--- config.mk ---
export PLATFORM = sky130hd
export DESIGN_NAME = crgm_front
export DESIGN_NICKNAME = d
export VERILOG_FILES = /design/src/crgm_pkg.sv /design/src/crgm_front.sv
export SDC_FILE = /design/constraint.sdc
export NUM_CORES = 2
export LEC_CHECK = 0
export BUFFER_PORTS_ARGS = -buffer_cell sky130_fd_sc_hd__buf_4
export CORE_MARGIN = 5
export CORE_UTILIZATION = 44
export DETAILED_ROUTE_END_ITERATION = 10
export PLACE_DENSITY = 0.73
export SKIP_CTS_REPAIR_TIMING = 1
export SLEW_MARGIN = 25
export SYNTH_ARGS = -nofsm -noshare
export SYNTH_HDL_FRONTEND = slang
export SYNTH_SLANG_ARGS = --single-unit
export TNS_END_PERCENT = 50
--- constraint.sdc ---
create_clock -name clk_i -period 11.3 [get_ports clk_i]
set_clock_uncertainty 0.1 [all_clocks]
set_input_delay 1.695 -clock clk_i [delete_from_list [all_inputs] [get_ports clk_i]]
set_output_delay 1.695 -clock clk_i [all_outputs]
set_load 0.02 [all_outputs]
--- src/crgm_pkg.sv ---
// shared constants and types of the colour ramp gradient map
package crgm_pkg;

  localparam int unsigned MaxStopsDef = 7;
  localparam int unsigned StopW       = 48;
  localparam int unsigned PosW        = 16;
  localparam int unsigned ChanW       = 8;
  localparam int unsigned ColW        = 32;
  localparam int unsigned CountW      = 3;
  localparam int unsigned NumW        = 24;
  localparam int unsigned QuotW       = 8;
  localparam int unsigned MidDepth    = 4;
  localparam int unsigned NarrowLimit = 7;

  localparam logic [15:0] WRed   = 16'd19595;
  localparam logic [15:0] WGreen = 16'd38470;
  localparam logic [15:0] WBlue  = 16'd7471;

  localparam logic [ColW-1:0]  BlackColor    = 32'h0000_00FF;
  localparam logic [StopW-1:0] Stop0Reset    = 48'h0000_0000_00FF;
  localparam logic [StopW-1:0] Stop1Reset    = 48'hFFFF_FFFF_FFFF;
  localparam logic [StopW-1:0] StopRest      = 48'h0;
  localparam logic [CountW-1:0] CountReset   = 3'd2;

  localparam int unsigned RegStopCount = 0;
  localparam int unsigned RegStop0     = 1;

  // one colour pair and segment handed from front to back
  typedef struct packed {
    logic [ColW-1:0] c0;
    logic [ColW-1:0] c1;
    logic [PosW-1:0] r;
    logic [PosW-1:0] d;
  } crgm_item_t;

endpackage

--- src/crgm_front.sv ---
// front end: factor, luminance and segment search
module crgm_front #(
  parameter int unsigned MaxStops = crgm_pkg::MaxStopsDef
) (
  input  logic                                      clk_i,
  input  logic                                      rst_ni,
  input  logic                                      push_i,
  output logic                                      full_o,
  input  logic                                      fac_is_color_i,
  input  logic [crgm_pkg::PosW-1:0]                 fac_value_i,
  input  logic [crgm_pkg::ChanW-1:0]                in_red_i,
  input  logic [crgm_pkg::ChanW-1:0]                in_green_i,
  input  logic [crgm_pkg::ChanW-1:0]                in_blue_i,
  input  logic [crgm_pkg::CountW-1:0]               stop_count_i,
  input  logic [MaxStops-1:0][crgm_pkg::StopW-1:0]  stops_i,
  output logic                                      q_push_o,
  output crgm_pkg::crgm_item_t                      q_item_o,
  input  logic                                      q_full_i
);

  localparam int unsigned IdxW = $clog2(MaxStops);

  logic                        en;
  logic                        v1_q, v2_q, v3_q;
  logic                        sel_q;
  logic [crgm_pkg::PosW-1:0]   fv_q;
  logic [31:0]                 pr_q, pg_q, pb_q;
  logic [crgm_pkg::PosW-1:0]   fac_q, fac_d;
  logic [33:0]                 sum;
  logic [17:0]                 lum;
  crgm_pkg::crgm_item_t        item_q, item_d;

  logic [crgm_pkg::CountW-1:0] n;
  logic [IdxW-1:0]             last_idx;
  logic [crgm_pkg::PosW-1:0]   p0, p1;
  logic [crgm_pkg::ColW-1:0]   c0, c1;
  logic                        found;

  assign en       = !(v3_q && q_full_i);
  assign full_o   = !en;
  assign q_push_o = v3_q && !q_full_i;
  assign q_item_o = item_q;

  always_ff @(posedge clk_i or negedge rst_ni) begin
    if (!rst_ni) begin
      v1_q <= 1'b0;
      v2_q <= 1'b0;
      v3_q <= 1'b0;
    end else if (en) begin
      v1_q <= push_i;
      v2_q <= v1_q;
      v3_q <= v2_q;
    end
  end

  always_ff @(posedge clk_i) begin
    if (en) begin
      sel_q  <= fac_is_color_i;
      fv_q   <= fac_value_i;
      pr_q   <= 32'(crgm_pkg::WRed)   * 32'({in_red_i, in_red_i});
      pg_q   <= 32'(crgm_pkg::WGreen) * 32'({in_green_i, in_green_i});
      pb_q   <= 32'(crgm_pkg::WBlue)  * 32'({in_blue_i, in_blue_i});
      fac_q  <= fac_d;
      item_q <= item_d;
    end
  end

  // rounded luminance, saturated
  always_comb begin
    sum = 34'(pr_q) + 34'(pg_q) + 34'(pb_q) + 34'd32768;
    lum = sum[33:16];
    if (!sel_q) begin
      fac_d = fv_q;
    end else if (lum > 18'd65535) begin
      fac_d = '1;
    end else begin
      fac_d = lum[15:0];
    end
  end

  always_comb begin
    n        = (stop_count_i > crgm_pkg::CountW'(MaxStops))
               ? crgm_pkg::CountW'(MaxStops) : stop_count_i;
    last_idx = IdxW'(n - 1'b1);
    found    = 1'b0;
    p0       = '0;
    p1       = '0;
    c0       = '0;
    c1       = '0;
    // descending so the first enclosing segment wins
    for (int i = MaxStops - 2; i >= 0; i--) begin
      if ((i + 1 < int'(n)) && (fac_q >= stops_i[i][47:32]) &&
          (fac_q <= stops_i[i+1][47:32])) begin
        found = 1'b1;
        p0    = stops_i[i][47:32];
        p1    = stops_i[i+1][47:32];
        c0    = stops_i[i][31:0];
        c1    = stops_i[i+1][31:0];
      end
    end

    item_d.c1 = '0;
    item_d.r  = crgm_pkg::PosW'(1);
    item_d.d  = '0;
    item_d.c0 = crgm_pkg::BlackColor;
    if (n == '0) begin
      item_d.c0 = crgm_pkg::BlackColor;
    end else if (n == crgm_pkg::CountW'(1)) begin
      item_d.c0 = stops_i[0][31:0];
    end else if (found) begin
      if ((p1 - p0) < crgm_pkg::PosW'(crgm_pkg::NarrowLimit)) begin
        item_d.c0 = c0;
      end else begin
        item_d.c0 = c0;
        item_d.c1 = c1;
        item_d.r  = p1 - p0;
        item_d.d  = fac_q - p0;
      end
    end else if (fac_q < stops_i[0][47:32]) begin
      item_d.c0 = stops_i[0][31:0];
    end else if (fac_q > stops_i[last_idx][47:32]) begin
      item_d.c0 = stops_i[last_idx][31:0];
    end
  end

endmodule

==> metrics.cfg <==
[critical_path]
critical_path_buf_inv_count=5
required_ps=11490
critPathMaxFanout=59
critPathCaptureType=flip-flop
slowest_delay_ps=850
crit_chain=buf_4 > inv_1 > ha_1 > nand4_1 > nor4_1 > inv_1 > o2bb2ai_1 > nor2_4 > buf_4 > a221oi_1 > o311ai_0 > o21ai_0 > o21ai_0 > ha_1 > and3_1 > nand2_1 > nand2_1 > or4_1 > a31oi_1 > o41ai_1 > a21oi_1 > xnor3_2 > buf_4 > a211oi_1
critPathKind=primary input to flip-flop
arrival_ps=8950
cpMostUsedCell=buf_4
critPathTopFamily=simple AND/OR/NAND/NOR gates
slowest_stage=nor2_4
critPathLaunchType=primary input
r2r_slack_ps=3080

[pwr]
combPwrFrac_pct=78.5
power_switching_mw=7.40
finalPower_mw=14.2
intPower_mw=6.78
irDropWorstVdd_mv=0.339
pwr-share-seq_pct=14.3
p_per_area_mw_per_mm2=374
clkPwrFrac_pct=7.2
switching_share_pct=52.2
p_leak_nw=17.0

[clock_network]
cts_root_buffer=clkbuf_16
clk-insertion-delay-late_ps=600
cts_buffers=31
htreeDepth=1
clockBufferDepth=3
cts_tree=built
clk_pin_slew_worst_paths_ps=60
clock-sinks=223

[floorplan]
die_area_mm2=0.0791
io_pins=482
initial_core_util_pct=44.4
fp.dieW_um=281
die_h_um=281
core-area_mm2=0.0730
num_rows=99

[routing]
vias=30200
drt_iter0_markers=3407
drtPass1Iterations=6
wirelength_um=121000
vias_per_cell=6.33
wl_per_cell_um=25.3
ant_nets=0
route.detailed.drc=0

[synth]
ys_warn_count=0
synth_seq_area_share_pct=20.6
synth-edff-count=220
synth_top_family_by_area=adder cells
synth.avg_cell_area_um2=9.52
yosys.area.top_type=ha_1
yosysTopAreaCellShare_pct=20.5
synthMuxAreaShare_pct=4.90
yosys.area_share.adder_pct=33.0
synthSimpleGateAreaFrac_pct=10.0
synthXorXnorAreaFrac_pct=2.89
synthDistinctLibCells=82
ys.flop_type=edfxtp_1
synth-compound-area-share_pct=22.6
ys_ff_latch=223
syn_area_mm2=0.0324
synth-async-reset-ratio_pct=1.35
syn_nets=4515
synth_cells=3399
synth_area_leaders=ha_1, edfxtp_1, fa_1

[place]
post-dp-hpwl_um=94400
io_buffers=481
dp.cells=4687
gp_congestion=0.996
postPlaceCellArea_mm2=0.0369

[finish]
final_cell_mix=ha_1, buf_4, inv_1, a21oi_1, o21ai_0
area_growth_pct=17.2
multi_input_area_mm2=0.0239
final_common_cell=ha_1
num-fill-cells=6610
fin_nets=4877
ff_latch_area_mm2=0.00668
instances_no_fill=4764
final_area_mm2=0.0379
drive_above_1_share_pct=18.7

[sta]
hold_viol_final=0
worst_pin_slew_ps=1110
setup_viol=0
tns_ps=0
post-route-period-util_pct=77.5
period_minus_slack_ps=8760
fmax_ghz=0.114
final_max_slew_viol_count=0
rsz0062_at_grt=false
max_slew_margin_pct=26.0

[worst_hold_path]
hold_path_class=flip-flop to flip-flop

[grt]
grt_pass1_vias=29200
antenna_found_initial=17
grt_max_degree=108
grt_pass1_wl_um=179000
overflow=0
grt_usage_pct=29.0

[flow_run]
cap_violations=0

[run_status]
outcome=finished clean

==> cells in the mapped netlist, types with 21 or more instances <==
cell      instances
a211oi_1         52
a211oi_2         21
a21o_1           53
a21oi_1         261
a221o_1          26
a221oi_1        102
and3_1           29
buf_1            22
clkbuf_1        148
edfxtp_1        220
fa_1            202
ha_1            530
inv_1           324
mux2_2           35
mux4_2           48
nand2_1         187
nand3_1          32
nand4_1          37
nor2_1          185
nor2b_1          23
nor3_1           67
nor3b_1          34
o21a_1           59
o21ai_0         232
o221ai_1         24
o311ai_0         33
o31a_1           32
xnor2_1          68
xor2_1           31
==> sequential cells by signal, indices dropped and copies added (netlist names) <==
signal,cells
q_item_o,96
v3_q,1
v2_q,1
v1_q,1
pb_q,29
sel_q,1
pg_q,31
fac_q,16
pr_q,31
fv_q,16
==> kinds of logic (layout without fill, tap and decap cells) <==
family / after synthesis / in the layout
simple gates: 671 / 671
other cells: 0 / 20
mux: 94 / 94
compound gates: 1069 / 1069
buf+inv: 508 / 894
xor+xnor: 102 / 102
fa+ha+maj: 732 / 732
flops: 223 / 223
==> power groups by stage <==
stage	clock (mW)	sequential, mW	combinational, mW
floorplan	0	2.14	7.65
global placement	0	2.03	10.8
CTS	1.04	2.02	11.0
finish	1.02	2.03	11.1
detailed placement	0	2.03	10.9
global route	1.07	2.06	12.3
==> final timing paths <==
| path | from | end | cells past startpoint |
|---|---|---|---|
| worst max register to register | fac_q[5] | q_item_o[10] | 22 |
| worst max-delay path | stops_i[286] | q_item_o[10] | 24 |
| max in group asynchronous | rst_ni | v2_q | 1 |
| worst min-delay path | v2_q | v3_q | 1 |
| worst min register to register | v2_q | v3_q | 1 |
| min in group asynchronous | rst_ni | v1_q | 1 |
==> layer usage <==
metal	GRT usage, %	share of wire (%)	up-vias
met2	47.0	45	1886
met1	37.7	38	14300
met5	0	0.067	-
met4	13.3	6.2	10
met3	5.79	11	409
li1	-	-	13500
==> area by class of cell <==
type	instances	area share, %
antenna	20	0.132
inverter	324	3.20
multi-input combinational	2668	62.9
sequential	223	17.6
timing repair buffer	513	10.2
clock inverter	23	0.650
tap	959	3.16
clock buffer	34	2.07
==> per-stage QoR <==
| stage | util, % | setup slack (ps) | hold slack, ps |
|---|---|---|---|
| finish | 52.0 | 2540 | 366 |
| global placement | 50.5 | 2210 | 338 |
| detailed placement | 50.5 | 2130 | 349 |
| global route | 52.0 | 2180 | 395 |
| floorplan | - | 2190 | 330 |
| CTS | 51.9 | 2700 | 362 |
==> worst register-to-register path, delay by kind of cell, from the launching register on <==
kind / cells / cell delay (ps)
flops: 1 / 640
buf+inv: 3 / 1370
fa+ha+maj: 2 / 770
xor+xnor: 1 / 610
simple gates: 7 / 2510
compound gates: 9 / 1920
(Power assumes the default switching activity.)
