==> config.mk <==
export PLATFORM = sky130hd
export DESIGN_NAME = crgm_fifo
export DESIGN_NICKNAME = d
export VERILOG_FILES = /design/src/crgm_fifo.sv
export SDC_FILE = /design/constraint.sdc
export NUM_CORES = 1
export LEC_CHECK = 0
export BUFFER_PORTS_ARGS = -buffer_cell sky130_fd_sc_hd__buf_2
export CAP_MARGIN = 20
export CORE_ASPECT_RATIO = 0.7
export CORE_MARGIN = 2
export CORE_UTILIZATION = 55
export DETAILED_ROUTE_END_ITERATION = 8
export GPL_ROUTABILITY_DRIVEN = 1
export PLACE_DENSITY = 0.77
export SLEW_MARGIN = 20
export SYNTH_ARGS = -nofsm -noshare
export SYNTH_HDL_FRONTEND = slang
export SYNTH_SLANG_ARGS = --single-unit
==> constraint.sdc <==
create_clock -name clk_i -period 7.6 [get_ports clk_i]
set_clock_uncertainty 0.15 [all_clocks]
set_input_delay 0.76 -clock clk_i [delete_from_list [all_inputs] [get_ports clk_i]]
set_output_delay 0.76 -clock clk_i [all_outputs]
set_load 0.01 [all_outputs]
==> src/crgm_fifo.sv <==
// small register queue between front and back
module crgm_fifo #(
  parameter int unsigned Width = 96,
  parameter int unsigned Depth = 4
) (
  input  logic             clk_i,
  input  logic             rst_ni,
  input  logic             push_i,
  input  logic [Width-1:0] wdata_i,
  output logic             full_o,
  input  logic             pop_i,
  output logic [Width-1:0] rdata_o,
  output logic             empty_o
);

  localparam int unsigned PtrW = (Depth > 1) ? $clog2(Depth) : 1;
  localparam int unsigned CntW = $clog2(Depth + 1);

  logic [Width-1:0] mem_q [Depth];
  logic [PtrW-1:0]  wptr_q, rptr_q;
  logic [CntW-1:0]  cnt_q;
  logic             do_push, do_pop;

  assign full_o  = (cnt_q == CntW'(Depth));
  assign empty_o = (cnt_q == '0);
  assign do_push = push_i && !full_o;
  assign do_pop  = pop_i && !empty_o;
  assign rdata_o = mem_q[rptr_q];

  always_ff @(posedge clk_i or negedge rst_ni) begin
    if (!rst_ni) begin
      wptr_q <= '0;
      rptr_q <= '0;
      cnt_q  <= '0;
    end else begin
      if (do_push) begin
        wptr_q <= (wptr_q == PtrW'(Depth - 1)) ? '0 : wptr_q + 1'b1;
      end
      if (do_pop) begin
        rptr_q <= (rptr_q == PtrW'(Depth - 1)) ? '0 : rptr_q + 1'b1;
      end
      if (do_push && !do_pop) begin
        cnt_q <= cnt_q + 1'b1;
      end else if (do_pop && !do_push) begin
        cnt_q <= cnt_q - 1'b1;
      end
    end
  end

  always_ff @(posedge clk_i) begin
    if (do_push) begin
      mem_q[wptr_q] <= wdata_i;
    end
  end

endmodule

==> impl_metrics.env, run 1 <==
export IMPL_status="finished clean"
export IMPL_met3_length_um=2200
export IMPL_dp_cells=1051
export IMPL_wl_um=26700
export IMPL_drt_pass1_iterations=4
export IMPL_cts_buffers=36
export IMPL_ys_warn_count=0
export IMPL_regArea_mm2=0.0117
export IMPL_r2r_slack_ns=4.70
export IMPL_wire_per_inst_um=23.9
export IMPL_setup_violations=0
export IMPL_chipHeight_um=139
export IMPL_fmax_ghz=0.242
export IMPL_max_cap_violations=0
export IMPL_r2r_cells=4
export IMPL_async_reset_ff_share_pct=1.79
export IMPL_power_density_mw_per_mm2=389
export IMPL_clock_sinks=391
export IMPL_pre_cts_ws_ns=3.71
export IMPL_synth_distinct_cells=23
export IMPL_m1WireLength_um=11200
export IMPL_cts_hold_buf=1
export IMPL_max_slew_worst_pin_slew_ns=1.08
export IMPL_r2r_start="cnt_q[2]$_DFFE_PN0P_"
export IMPL_multi_input_area_mm2=0.00243
export IMPL_synth_edf_count=384
export IMPL_clk_path_buf_depth=3
export IMPL_maxSlewHeadroom_pct=28.2
export IMPL_rsz0062_at_grt="no"
export IMPL_synth_seq_cells=391
export IMPL_syn_nets=646
export IMPL_num_fill_cells=1622
export IMPL_pin_count=198
export IMPL_cts_tree="built"
export IMPL_top_layer_used="met5"
export IMPL_setup_ws_ns=3.47
export IMPL_ys_flop_type="edfxtp_1"
export IMPL_grt_pass1_vias=6988
export IMPL_netlist_top_cells_count="edfxtp_1, mux4_2, buf_2, dfrtp_1"
export IMPL_dieArea_mm2=0.0273
export IMPL_whs_ns=0.308
export IMPL_cts_root_buf="clkbuf_16"
export IMPL_setup_tns_ns=0
export IMPL_post_cts_buffers=0
export IMPL_synth_area_mm2=0.0143
export IMPL_postPlaceCellArea_mm2=0.0156
export IMPL_crit_arrival_ns=3.22
export IMPL_worst_ep_required_time_ns=6.69
export IMPL_synth_avg_cell_area_um2=26.5
export IMPL_synth_seq_area_share_pct=81.9
export IMPL_hold_viol=0
export IMPL_clk_latency_ns=0.51
export IMPL_routabilityCongestion=0.744
export IMPL_start_util_pct=55.8
export IMPL_startpoint="rptr_q[0]$_DFFE_PN0P_"
export IMPL_synth_area_leaders="edfxtp_1, mux4_2, dfrtp_1"
export IMPL_routed_wl_met2_um=12800
export IMPL_final_max_slew_violation_count=0
export IMPL_end_kind="output pin"
export IMPL_antenna_found_initial=2
export IMPL_crit_end="rdata_o[12]"
export IMPL_die_w_um=197
export IMPL_grtUsageTotal_pct=20.1
export IMPL_final_cell_count_no_fill=1119
export IMPL_cts_resized=0
export IMPL_final_net_count=868
export IMPL_yosysMostFrequentCell="edfxtp_1"
export IMPL_start_kind="register"
export IMPL_grt_pass1_wl_um=41000
export IMPL_final_layout_size_suffix_gt1_share_pct=45.9
export IMPL_core_mm2=0.0256
export IMPL_gr_total_overflow=0
export IMPL_port_buffers=197
export IMPL_fp_row_count=49
export IMPL_finish_instance_area_mm2=0.0167
export IMPL_num_vias=6380
export IMPL_vias_per_cell=5.70
export IMPL_synth_top_area_cell="edfxtp_1"
export IMPL_r2r_end="mem_q[0][80]$_DFFE_PP_"
export IMPL_ir_worst_vdd_mv=0.277
export IMPL_dpl_hpwl_um=15700
export IMPL_h_tree_depth=2
export IMPL_drt_initial_drc_count=333
export IMPL_synthToLayoutAreaGrowth_pct=17.1
export IMPL_grt_max_degree=73
export IMPL_finalCriticalPeriod_ns=4.13
export IMPL_clk_pin_slew_ns=0.07
export IMPL_worstHoldPathType="in -> reg"
export IMPL_postSynthCellCount=539
export IMPL_period_share_pct=54.4
export IMPL_antenna_left=0
export IMPL_synth_top_cell_area_share_pct=80.7
export IMPL_p_leak_nw=5.69
export IMPL_crit_type="reg -> out"
export IMPL_drc=0
export IMPL_crit_fanout=50
cell type report:
class                   count  area share [%]
diodes                      1          0.0150
clock buffers              47            5.76
clock inverters            17           0.628
inverters                   3          0.0673
multi-input cells         123            14.5
flip-flops and latches    391            70.0
well taps                 331            2.48
repair buffers            206            6.51
routing by layer:
layer / vias to the layer above / track usage (%)
met3: 43 / 5.71
met1: 3347 / 28.0
met5: - / 0
met4: 2 / 5.30
met2: 215 / 32.0
li1: 2773 / -
registers in the layout, indices dropped and copies added (netlist names):
| signal | flops |
|---|---|
| wptr_q | 2 |
| rptr_q | 2 |
| cnt_q | 3 |
| mem_q | 384 |
worst max-delay path: stages (launching register included):
cell and delay [ns]:
dfrtp_4 0.76, buf_12 0.29, buf_4 0.81, mux4_2 0.64, buf_2 0.17
worst min-delay path by stage:
stage                    startpoint                     end  cells after the start
2_1_floorplan                rst_ni    cnt_q[0]$_DFFE_PN0P_                      0
3_3_place_gp   cnt_q[2]$_DFFE_PN0P_    cnt_q[2]$_DFFE_PN0P_                      1
3_5_place_dp   cnt_q[2]$_DFFE_PN0P_    cnt_q[2]$_DFFE_PN0P_                      1
4_1_cts                 wdata_i[39]  mem_q[1][39]$_DFFE_PP_                      1
5_1_grt                 wdata_i[34]  mem_q[3][34]$_DFFE_PP_                      1
6_report                wdata_i[25]  mem_q[3][25]$_DFFE_PP_                      1
cells by family after synthesis:
logic type / count (synthesis) / share of synthesized area [%]
AOI/OAI and AO/OA: 2 / 0.140
muxes: 100 / 15.4
and+or+nand+nor: 11 / 0.455
adders and majority gates: 7 / 0.666
buffers and inverters: 25 / 1.17
xor gates and xnor gates: 3 / 0.184
DFF: 391 / 81.9
power by group:
group | internal (mW) | switching (mW) | total [mW]
clock network | 0.929 | 0.724 | 1.65
logic | 0.844 | 0.977 | 1.82
registers | 2.85 | 0.175 | 3.03
cells in the final DEF, fill, tap and decap left out:
cell / count
o31ai_2: 1
inv_6: 1
nor3_1: 2
edfxtp_1: 384
buf_16: 1
clkinv_1: 7
nor3b_2: 1
clkbuf_16: 37
xnor2_1: 1
a21o_1: 1
xor2_1: 2
buf_2: 197
nand2_1: 1
clkbuf_1: 10
mux4_2: 96
nor2b_2: 1
mux2_2: 4
fa_1: 1
dlygate4sd3_1: 1
clkinv_2: 8
bufinv_16: 1
diode_2: 1
ha_1: 6
nor2_4: 1
buf_4: 6
and2_4: 3
dfrtp_4: 2
inv_1: 3
buf_12: 1
dfrtp_1: 5
nor2_1: 2
per-stage QoR:
step / power [mW] / util, %
after floorplan: 4.27 / -
after global placement: 4.85 / 60.9
after detailed placement: 4.91 / 60.9
after CTS: 6.58 / 65.1
after global routing: 6.80 / 65.3
final: 6.50 / 65.3
No activity file was read; power rests on OpenSTA's default activity.
==> run 2, diff against run 1 <==
--- a/config.mk
+++ b/config.mk
@@ -9,10 +9,10 @@
 export CAP_MARGIN = 20
 export CORE_ASPECT_RATIO = 0.7
 export CORE_MARGIN = 2
-export CORE_UTILIZATION = 55
+export CORE_UTILIZATION = 51
 export DETAILED_ROUTE_END_ITERATION = 8
 export GPL_ROUTABILITY_DRIVEN = 1
-export PLACE_DENSITY = 0.77
+export PLACE_DENSITY = 0.75
 export SLEW_MARGIN = 20
 export SYNTH_ARGS = -nofsm -noshare
 export SYNTH_HDL_FRONTEND = slang
==> constraint.sdc (replaced) <==
create_clock -name clk_i -period 3.8 [get_ports clk_i]
set_clock_uncertainty 0.15 [all_clocks]
set_input_delay 0.38 -clock clk_i [delete_from_list [all_inputs] [get_ports clk_i]]
set_output_delay 0.38 -clock clk_i [all_outputs]
set_load 0.01 [all_outputs]
==> impl_metrics.env, run 2 (synthesis gave the netlist of run 1 again) <==
export IMPL_gr_total_overflow=0
export IMPL_antenna_found_initial=1
export IMPL_cts_root_buf="clkbuf_16"
export IMPL_crit_fanout=44
export IMPL_start_util_pct=51.6
export IMPL_ir_worst_vdd_mv=0.456
export IMPL_max_cap_violations=0
export IMPL_worst_ep_required_time_ns=3.27
export IMPL_top_layer_used="met4"
export IMPL_hold_viol=0
export IMPL_routabilityCongestion=0.737
export IMPL_num_fill_cells=1773
export IMPL_cts_tree="built"
export IMPL_final_max_slew_violation_count=0
export IMPL_cts_buffers=37
export IMPL_setup_violations=0
export IMPL_end_kind="output pin"
export IMPL_pin_count=198
export IMPL_postPlaceCellArea_mm2=0.0158
export IMPL_die_w_um=204
export IMPL_power_density_mw_per_mm2=749
export IMPL_worstHoldPathType="in -> async"
export IMPL_final_cell_mix="edfxtp_1, buf_2, dlygate4sd3_1"
export IMPL_final_layout_size_suffix_gt1_share_pct=41.5
export IMPL_drc=0
export IMPL_routed_wl_met2_um=13500
export IMPL_num_vias=6840
export IMPL_start_kind="register"
export IMPL_maxSlewHeadroom_pct=46.1
export IMPL_r2r_slack_ns=1.23
export IMPL_diodes=0
export IMPL_finish_instance_area_mm2=0.0179
export IMPL_regArea_mm2=0.0117
export IMPL_dpl_hpwl_um=15800
export IMPL_multi_input_area_mm2=0.00243
export IMPL_p_leak_nw=6.18
export IMPL_antenna_left=0
export IMPL_m1WireLength_um=11400
export IMPL_r2r_cells=4
export IMPL_h_tree_depth=2
export IMPL_crit_type="reg -> out"
export IMPL_synthToLayoutAreaGrowth_pct=25.4
export IMPL_setup_tns_ns=0
export IMPL_grt_max_degree=67
export IMPL_drt_pass1_iterations=4
export IMPL_dieArea_mm2=0.0294
export IMPL_fp_row_count=51
export IMPL_r2r_start="cnt_q[2]$_DFFE_PN0P_"
export IMPL_top_register="mem_q"
export IMPL_wire_per_inst_um=21.8
export IMPL_period_share_pct=81.1
export IMPL_final_common_cell="edfxtp_1"
export IMPL_cts_hold_buf=97
export IMPL_fmax_ghz=0.325
export IMPL_grtUsageTotal_pct=18.9
export IMPL_clock_sinks=391
export IMPL_crit_arrival_ns=2.55
export IMPL_clk_path_buf_depth=3
export IMPL_max_slew_worst_pin_slew_ns=0.809
export IMPL_reg_largest_list="mem_q (384), cnt_q (3)"
export IMPL_cp_cell_sequence="buf_4 > mux4_2 > buf_2"
export IMPL_port_buffers=197
export IMPL_cts_resized=0
export IMPL_critPathMaxStageDelay_ns=0.85
export IMPL_core_mm2=0.0277
export IMPL_clk_pin_slew_ns=0.06
export IMPL_grt_pass1_vias=7449
export IMPL_status="finished clean"
export IMPL_finalCriticalPeriod_ns=3.08
export IMPL_largest_register_ffs=384
export IMPL_rsz0062_at_grt="no"
export IMPL_cpMaxStageDelayCell="dfrtp_4"
export IMPL_final_net_count=969
export IMPL_startpoint="rptr_q[1]$_DFFE_PN0P_"
export IMPL_vias_per_cell=5.42
export IMPL_crit_end="rdata_o[51]"
export IMPL_grt_pass1_wl_um=41900
export IMPL_r2r_end="mem_q[1][68]$_DFFE_PP_"
export IMPL_clk_latency_ns=0.52
export IMPL_post_cts_buffers=0
export IMPL_met3_length_um=2190
export IMPL_drt_initial_drc_count=446
export IMPL_wl_um=27400
export IMPL_chipHeight_um=144
==> run 2: changes by cell type in the layout (fill, tap and decap cells not counted), sizes merged <==
cell,previous run,this run
diode,1,0
dlygate4sd3,1,97
buf,205,209
bufinv,1,3
inv,4,5
==> run 2: worst min path at each step <==
stage                start                     to  slack [ns]
floorplan           rst_ni   cnt_q[0]$_DFFE_PN0P_       -0.07
global placement    rst_ni  wptr_q[0]$_DFFE_PN0P_        0.07
detailed placement  rst_ni   cnt_q[2]$_DFFE_PN0P_        0.07
CTS                 rst_ni  wptr_q[1]$_DFFE_PN0P_        0.08
global route        rst_ni  wptr_q[1]$_DFFE_PN0P_        0.11
finish              rst_ni  wptr_q[1]$_DFFE_PN0P_         0.1
==> run 2: layer usage <==
metal / GRT usage [%] / vias to the layer above
li1: - / 2973
met1: 26.4 / 3581
met2: 30.7 / 248
met3: 4.66 / 38
met4: 4.58 / 0
met5: 0 / -
==> run 2: where the power goes <==
part | internal [mW] | total, mW | switching (mW)
logic | 1.79 | 3.72 | 1.94
registers | 5.69 | 6.08 | 0.389
clock network | 2.12 | 3.62 | 1.50
==> run 2: worst max-delay path, delay by kind of cell, from the launching register on <==
kind	cells	cell delay, ns
DFF	1	0.85
muxes	1	0.42
buffers and inverters	2	0.67
==> run 2: layout make-up <==
type	count	area share [%]
clock inverters	20	0.949
flip-flops and latches	391	65.4
well taps	371	2.59
clock buffers	47	5.72
repair buffers	306	11.8
inverters	3	0.0628
multi-input cells	123	13.5
==> run 2: through the flow <==
stage / util (%) / power, mW / setup slack [ns] / hold WS [ns] / std cells
5_1_grt: 64.7 / 14.1 / 0.607 / 0.112 / 1261
3_3_place_gp: 56.9 / 9.74 / 1.29 / 0.0705 / 1097
4_1_cts: 64.7 / 13.6 / 0.710 / 0.0823 / 1261
6_report: 64.7 / 13.4 / 0.720 / 0.0999 / 1261
3_5_place_dp: 56.9 / 9.88 / 1.22 / 0.0747 / 1097
2_1_floorplan: - / 8.52 / 0.0890 / -0.0656 / 539
